**src/rtl/core/iee_ram.sv**
```systemverilog
// ----------------------------------------------------------------------------
// iee_ram
// Generic single-port synchronous RAM with registered read.
// ----------------------------------------------------------------------------
module iee_ram #(
    parameter int unsigned WIDTH = 8,
    parameter int unsigned DEPTH = 16
) (
    input  logic                     aclk,
    input  logic                     we,
    input  logic [$clog2(DEPTH)-1:0] addr,
    input  logic [WIDTH-1:0]         wdata,
    output logic [WIDTH-1:0]         rdata
);
    logic [WIDTH-1:0] mem [DEPTH];

    always_ff @(posedge aclk) begin
        if (we) begin
            mem[addr] <= wdata;
        end
        rdata <= mem[addr];
    end
endmodule

```
**config.mk**
```make
export PLATFORM = sky130hd
export DESIGN_NAME = iee_ram
export DESIGN_NICKNAME = d
export VERILOG_FILES = /design/src/rtl/core/iee_ram.sv
export SDC_FILE = /design/constraint.sdc
export NUM_CORES = 1
export LEC_CHECK = 0
export ABC_AREA = 1
export BUFFER_PORTS_ARGS = -buffer_cell sky130_fd_sc_hd__buf_2
export CORE_AREA = 2 2 128 130
export CTS_BUF_LIST = sky130_fd_sc_hd__clkbuf_8
export DETAILED_ROUTE_END_ITERATION = 10
export DIE_AREA = 0 0 130 132
export GPL_ROUTABILITY_DRIVEN = 0
export GPL_TIMING_DRIVEN = 0
export PLACE_DENSITY = 0.56
export SYNTH_ARGS = -nofsm -noshare
export SYNTH_HDL_FRONTEND = slang
export SYNTH_SLANG_ARGS = --single-unit
```
**constraint.sdc**
```tcl
create_clock -name aclk -period 2.3 [get_ports aclk]
set_clock_uncertainty 0.05 [all_clocks]
set_input_delay 0.575 -clock aclk [delete_from_list [all_inputs] [get_ports aclk]]
set_output_delay 0.575 -clock aclk [all_outputs]
set_load 0.02 [all_outputs]
```
# After elaboration in Yosys (flattened, before gate mapping)
# Memory sizes are Yosys's and may differ from the RTL's. A register that Yosys moved wholly into a read port is not among the register bits.
# Cells that the tools add are included.
# totals
mem_bits_ro,0
word_cells,3
n_memories,1
regBits,0
ram_bits,128
input_bits,14
output_inout_bits,8
latch_bits,0
# classes
n_reduce_logical,0
n_addsub,0
magnitude_cmp,0
eq_ne,0
n_mul,0
n_shift,0
n_div,0
n_bitwise,0
muxes,2
# mem_list
name,depth,width,rd,rd_clocked_by_memory_dff,wr,line,rtl
mem,16,8,1,1,1,15,logic [WIDTH-1:0] mem [DEPTH];
# ops
cell,n
1-bit two-way mux,2

# Longest topological paths before layout
# Gate-level depths: netlist of the first run.
# logic_depth
ltp_word,2
ltp_mapped,11

# Worst setup path after synthesis of the first run
# OpenSTA, ideal clock, no wires.
# synth_timing
path_kind,in2reg
from,input addr[1]
to,memory mem[3][0] (enable)
required_time_ps,1880
path_slack_ps,298
path_stages,4
arrival_time_ps,1582
path_cell_list,buf_2 -> clkbuf_1 -> nand3_1 -> nor2_1
# synth_rtl
item,line,rtl
start: declaration,11,"input logic [$clog2(DEPTH)-1:0] addr,"
end: declaration,15,
# No word-level cell before the write port.

# Worst setup path after layout of the first run
# layout_timing
from,input addr[1]
to,memory mem[10][6] (enable)
# No word-level cell before the write port.

==> results of run 1 <==
-- worst max-delay path by stage --
stage,end,slack (ns),depth (start not counted)
floorplan,mem[3][0]$_DFFE_PP_,0.30,4
global placement,mem[3][3]$_DFFE_PP_,-0.24,4
detailed placement,mem[10][6]$_DFFE_PP_,-0.29,4
CTS,mem[10][6]$_DFFE_PP_,0.19,4
global route,mem[10][1]$_DFFE_PP_,0.06,4
finish,mem[10][6]$_DFFE_PP_,0.16,4
-- layer usage --
layer | vias to the layer above | track usage, % | share of wire [%]
met3 | 22 | 3.94 | 4.2
met4 | 0 | 5.85 | 2.3
met1 | 1714 | 20.2 | 45
met2 | 93 | 26.1 | 49
li1 | 1825 | - | -
met5 | - | 0 | 0
-- cell type report --
class | instances | area share [%]
Tap cell | 216 | 4.29
Clock buffer | 18 | 3.93
Buffer | 21 | 1.85
Sequential cell | 136 | 63.6
Clock inverter | 14 | 1.37
Multi-Input combinational cell | 368 | 22.0
Timing Repair Buffer | 20 | 1.59
Inverter | 23 | 1.37
-- worst max-delay path, delay by kind of cell --
kind	cells	cell delay, ns
buffers and inverters	2	0.58
AND/OR/NAND/NOR	2	1.01
-- cell families after synthesis --
group | Yosys count | synth area share (%)
buffers and inverters | 44 | 3.62
DFF | 136 | 71.6
and+or+nand+nor | 368 | 24.8
-- through the flow --
step	worst slack [ns]	hold WS [ns]	setup TNS [ns]	instances	power (mW)
final	0.158	0.520	0	816	4.81
after global routing	0.0569	0.514	0	816	5.00
after CTS	0.189	0.503	0	816	4.86
after detailed placement	-0.288	0.669	-25.62	784	3.20
after global placement	-0.239	0.682	-22.79	784	3.20
after floorplan	0.298	0.593	0	548	3.05
-- state kept, by name, indices dropped and copies added, names as in the netlist --
name / count
mem: 128
rdata: 8
-- Yosys cell counts, drive strengths merged --
| master | n | area (sq um) |
|---|---|---|
| buf | 18 | 105 |
| nand2 | 346 | 1300 |
| nor2 | 18 | 67.6 |
| clkinv | 1 | 3.75 |
| dfxtp | 8 | 160 |
| inv | 22 | 82.6 |
| clkbuf | 3 | 11.3 |
| edfxtp | 128 | 3840 |
| nand3 | 4 | 20.0 |
-- power breakdown --
group | total (mW) | internal (mW) | switching (mW)
clock network | 1.67 | 0.838 | 0.828
registers | 2.78 | 2.77 | 0.0140
logic | 0.361 | 0.0950 | 0.266
==> results.txt, run 1 <==
----------------------------------------------------
[Routing]
  Vias per inst ... 4.48
  Via count ... 3654
  Wire length per cell ... about 15 um
  Number of design-rule violations left by the first detailed-router iteration ... roughly 270
  Final routed wirelength across all metal layers ... 12.5 mm
  DRT Pass-1 Iters ... 5
  Post-DRT Antenna Nets ... 0
  # DRC ... 0

[Flow run]
  Max-cap check violation count ... 0

[STA]
  Maximum clock frequency ... 467 MHz
  Worst slew slack as a fraction of its limit ... slightly below 50%
  Hold Vio Cnt, Final ... 0
  Final Max Tran Viols ... 0
  Setup repair after global routing missed its margin ... false
  Worst Tran Pin Value ... 0.776 ns
  Post-route minimum period ... 2.14 ns
  Final Setup Violations ... 0
  Period utilisation layout ... 93.1%

[Synthesis]
  Mean area per synthesized cell ... 10.2 sq um
  Post-synthesis cell type count ... 11
  Number of cells produced by synthesis ... 548
  Mapped cell area ... 5590 sq um
  Number of warnings issued by yosys ... 0
  Number of synthesized register bits ... 136
  Post-Syn Nets ... around 560
  Sequential area share after synthesis ... a little under three quarters

[Layout]
  Area taken by flip-flops and latches ... 4000 sq um
  Layout fillers ... between 1.5k and 2k
  Area occupied by multi-input gates ... around 1400 sq um
  # diodes ... 0
  Post-layout net count ... 601
  Most common library cell in the layout ignoring fill and taps ... sky130_fd_sc_hd__nand2_1
  Proportion of layout cells with a drive suffix above 1 ... ~10%
  Area of all placed cells without fillers ... 6300 sq um
  Area growth from synthesis to final layout ... 12.6%
  Commonest cells after routing, fill and taps aside ... 346 x sky130_fd_sc_hd__nand2_1, 128 x sky130_fd_sc_hd__edfxtp_1, 32 x sky130_fd_sc_hd__buf_2
  Final core area utilization ... 40.1%

[Clock tree]
  Gates resized, CTS repair ... 0
  Clock slew at reported path FFs ... 0.07 ns
  Master cell of the clock root buffer ... sky130_fd_sc_hd__clkbuf_8
  Maximum buffer depth of the clock tree ... 2
  H-tree levels ... 4
  Cts bufs inserted ... 17
  Sink Count ... 136
  Worst-Skew Late Latency ... 0.44 ns
  TritonCTS clock tree ... built
  Post-CTS setup repair buffer count ... 0
  CTS Hold Bufs ... 0

[Critical path]
  Worst reg2reg setup slack ... 1.21 ns
  Biggest cell delay along the critical path ... roughly 0.68 ns
  Critical-path cell with the highest stage delay ... sky130_fd_sc_hd__nor2_1
  Cells on worst reg2reg path ... 8
  Class of the most critical setup path ... in -> reg
  Required time of the critical path ... about 2.3 ns
  Category of the worst setup path capture point ... flop
  Maximum fanout encountered on the critical timing path ... 10
  Worst setup path start ... addr[1]
  Arr. time, crit path ... 2.16 ns
  Crit Reg-Reg Startpoint ... mem[13][7]$_DFFE_PP_
  Endpoint of the worst-slack reg-to-reg timing path ... rdata[7]$_DFF_P_
  CP startpoint kind ... input port
  Cells along the critical path ... buf_2 > clkbuf_1 > nand3_1 > nor2_1

[Global routing]
  Vias in the first global route ... 3707
  Tot GR Track Use ... 15.9%
  Global route overflow ... 0
  Initial antenna violation count ... 0
  Largest net degree at the start of global routing ... 17
  Wire length of the first global-routing pass ... between 20 and 25 mm

[Pwr]
  Power per standard cell area ... 764 nW/um^2
  Maximum vdd ir drop ... ~0.35 mV
  Leakage power ... 2.71 nW

[Die]
  Initial core utilization ... between 30 and 40%
  # rows ... 46
  Overall die height ... between 100 and 150 um
  Die footprint ... 17200 sq um
  Width of the die ... 130 um
  Core area ... 15700 sq um
  Number of ports placed on the die boundary ... 22

[Place]
  Post-DP HPWL ... 8.42 mm
  Port Buffer Count ... 20
  Instance area after placement ... around 6000 sq um

[Min path]
  Tightest Hold Check Type ... in -> reg
  Endpoint of the worst hold path ... mem[3][5]$_DFFE_PP_
  Launch instance of the worst min-delay path ... wdata[5]
  Number of cells traversed by the worst hold path ... 1

[Outcome]
  Result of the run ... complete, no violations

----------------------------------------------------
No activity file was read; power rests on OpenSTA's default activity.
==> run 2, diff against run 1 <==
--- a/config.mk
+++ b/config.mk
@@ -7,13 +7,13 @@
 export LEC_CHECK = 0
 export ABC_AREA = 1
 export BUFFER_PORTS_ARGS = -buffer_cell sky130_fd_sc_hd__buf_2
-export CORE_AREA = 2 2 128 130
+export CORE_AREA = 4 4 130 132
 export CTS_BUF_LIST = sky130_fd_sc_hd__clkbuf_8
 export DETAILED_ROUTE_END_ITERATION = 10
-export DIE_AREA = 0 0 130 132
+export DIE_AREA = 0 0 134 136
 export GPL_ROUTABILITY_DRIVEN = 0
 export GPL_TIMING_DRIVEN = 0
-export PLACE_DENSITY = 0.56
+export PLACE_DENSITY = 0.51
 export SYNTH_ARGS = -nofsm -noshare
 export SYNTH_HDL_FRONTEND = slang
 export SYNTH_SLANG_ARGS = --single-unit
==> run 2 against run 1 <==
- highest routed layer unchanged
- largest cell class unchanged
- via count down 0.44%
- global-route usage is 0.66 points lower
- count of clock-buffer cells in the layout fell by 1
- critical path depth is the same
- die area increased by 6.2%
==> results.txt, run 2 (same netlist as run 1, synthesis figures left out) <==
----------------------------------------------------
[Critical path]
  CP startpoint kind ... input port
  Biggest cell delay along the critical path ... 0.69 ns (about the same)
  Required time of the critical path ... 2.32 ns (about the same)
  Critical Path Stages ... 4 (unchanged)
  Maximum fanout encountered on the critical timing path ... 10 (unchanged)
  Arr. time, crit path ... 2.18 ns (+0.02 ns)
  Worst reg2reg setup slack ... 1.18 ns (-0.03 ns)
  Cells on worst reg2reg path ... 8 (unchanged)
  Critical-path cell with the highest stage delay ... sky130_fd_sc_hd__nor2_1
  Crit path buf inv count ... 2 (unchanged)
  Category of the worst setup path capture point ... flop
  Family with the most delay on the worst path ... simple AND/OR/NAND/NOR gates
  Cells along the critical path ... buf_2 > clkbuf_1 > nand3_1 > nor2_1
  Class of the most critical setup path ... in -> reg

[Clock tree]
  CTS Hold Bufs ... 0 (unchanged)
  H-tree levels ... 4 (unchanged)
  TritonCTS clock tree ... built
  Clock slew at reported path FFs ... 0.08 ns (about the same)
  Master cell of the clock root buffer ... sky130_fd_sc_hd__clkbuf_8
  Gates resized, CTS repair ... 0 (unchanged)
  Sink Count ... 136 (unchanged)
  Post-CTS setup repair buffer count ... 0 (unchanged)
  Maximum buffer depth of the clock tree ... 2 (unchanged)
  Cts bufs inserted ... 17 (unchanged)
  Worst-Skew Late Latency ... 0.44 ns (about the same)

[Die]
  Die footprint ... 18200 sq um (+6.2%)
  # rows ... 46 (unchanged)
  Number of ports placed on the die boundary ... 22 (unchanged)
  Initial core utilization ... 35.6% (unchanged)
  Overall die height ... 136 um (+3.0%)
  Core area ... 15700 sq um (unchanged)
  Width of the die ... 134 um (+3.1%)

[Routing]
  Vias per inst ... 4.46 (-0.44%)
  Post-DRT Antenna Nets ... 0 (unchanged)
  Final routed wirelength across all metal layers ... 13.0 mm (+3.4%)
  DRT Pass-1 Iters ... 4 (-1)
  # DRC ... 0 (unchanged)
  Via count ... 3638 (-0.44%)
  Number of design-rule violations left by the first detailed-router iteration ... 285 (+6.3%)
  Wire length per cell ... 15.9 um (+3.4%)

[STA]
  Final worst setup slack ... 0.142 ns (-0.0159 ns)
  Period utilisation layout ... 93.8% (+0.69 points)
  Worst hold margin ... 0.507 ns (-0.0124 ns)
  Post-route minimum period ... 2.16 ns (+0.0159 ns)
  Final Setup Violations ... 0 (unchanged)
  Worst Tran Pin Value ... 0.817 ns (+0.0415 ns)
  Hold Vio Cnt, Final ... 0 (unchanged)
  Accumulated negative setup slack ... 0 ns (unchanged)
  Worst slew slack as a fraction of its limit ... 45.3% (-2.8 points)
  Maximum clock frequency ... 463 MHz (-0.74%)
  Setup repair after global routing missed its margin ... false
  Final Max Tran Viols ... 0 (unchanged)

[Pwr]
  Power per standard cell area ... 817 nW/um^2 (+7.0%)
  Power, Total ... 5.22 mW (+8.4%)
  Leakage power ... 2.71 nW (about the same)
  Maximum vdd ir drop ... 0.470 mV (+33%)

[Layout]
  Area taken by flip-flops and latches ... 4000 sq um (unchanged)
  Most flops, register ... mem
  # diodes ... 0 (unchanged)
  Area occupied by multi-input gates ... 1390 sq um (+0.18%)
  Final core area utilization ... 40.6% (+0.54 points)
  Final non-filler cell total ... 816 (unchanged)
  Commonest cells after routing, fill and taps aside ... 346 x sky130_fd_sc_hd__nand2_1, 128 x sky130_fd_sc_hd__edfxtp_1, 32 x sky130_fd_sc_hd__buf_2
  Post-layout net count ... 601 (unchanged)
  Proportion of layout cells with a drive suffix above 1 ... 11.3% (+1.0 points)
  Flip-flop count of the largest register, all copies and words added ... 128 (unchanged)
  Area growth from synthesis to final layout ... 14.1%
  Most common library cell in the layout ignoring fill and taps ... sky130_fd_sc_hd__nand2_1
  Registers with the most flip-flops ... mem (128), rdata (8)
  Area of all placed cells without fillers ... 6380 sq um (+1.4%)
  Layout fillers ... 1542 (+1.2%)

[Place]
  Instance area after placement ... 5960 sq um (unchanged)
  Pre-CTS setup slack ... -0.366 ns (-0.0778 ns)
  Post-Place Cells ... 784 (unchanged)
  Post-DP HPWL ... 8.53 mm (+1.4%)
  Port Buffer Count ... 20 (unchanged)

[Min path]
  Tightest Hold Check Type ... in -> reg
  Number of cells traversed by the worst hold path ... 1 (unchanged)

[Global routing]
  Tot GR Track Use ... 15.2% (-0.66 points)
  Wire length of the first global-routing pass ... 20.3 mm (+1.1%)
  Global route overflow ... 0 (unchanged)
  Vias in the first global route ... 3640 (-1.8%)
  Initial antenna violation count ... 0 (unchanged)
  Largest net degree at the start of global routing ... 17 (unchanged)

[Flow run]
  Max-cap check violation count ... 0 (unchanged)

[Outcome]
  Result of the run ... complete, no violations

----------------------------------------------------
==> run 2: routing by layer <==
layer  GRT usage [%]  vias up  part of all wire, %
li1                -     1827                    -
met1            19.3     1706                   44
met2            25.3       87                   49
met3            3.70       18                  5.1
met4            5.66        0                  1.7
met5               0        -                    0
==> run 2: worst paths after layout <==
path | start | endpoint
worst max-delay path | addr[1] | mem[11][2]$_DFFE_PP_
worst max register to register | mem[15][0]$_DFFE_PP_ | rdata[0]$_DFF_P_
worst min register to register | mem[0][7]$_DFFE_PP_ | rdata[7]$_DFF_P_
worst min-delay path | wdata[6] | mem[5][6]$_DFFE_PP_
==> run 2: where the power goes <==
part / total [mW] / internal, mW / switching (mW)
Combinational: 0.361 / 0.0950 / 0.266
Sequential: 2.78 / 2.77 / 0.0132
Clock: 2.07 / 1.16 / 0.911
==> run 2: area by class of cell <==
class	count	area share, %
buffer	21	1.82
clock buffer	17	3.67
clock inverter	15	2.86
inverter	23	1.35
multi-input combinational	368	21.8
sequential	136	62.7
tap	216	4.23
timing repair buffer	20	1.57
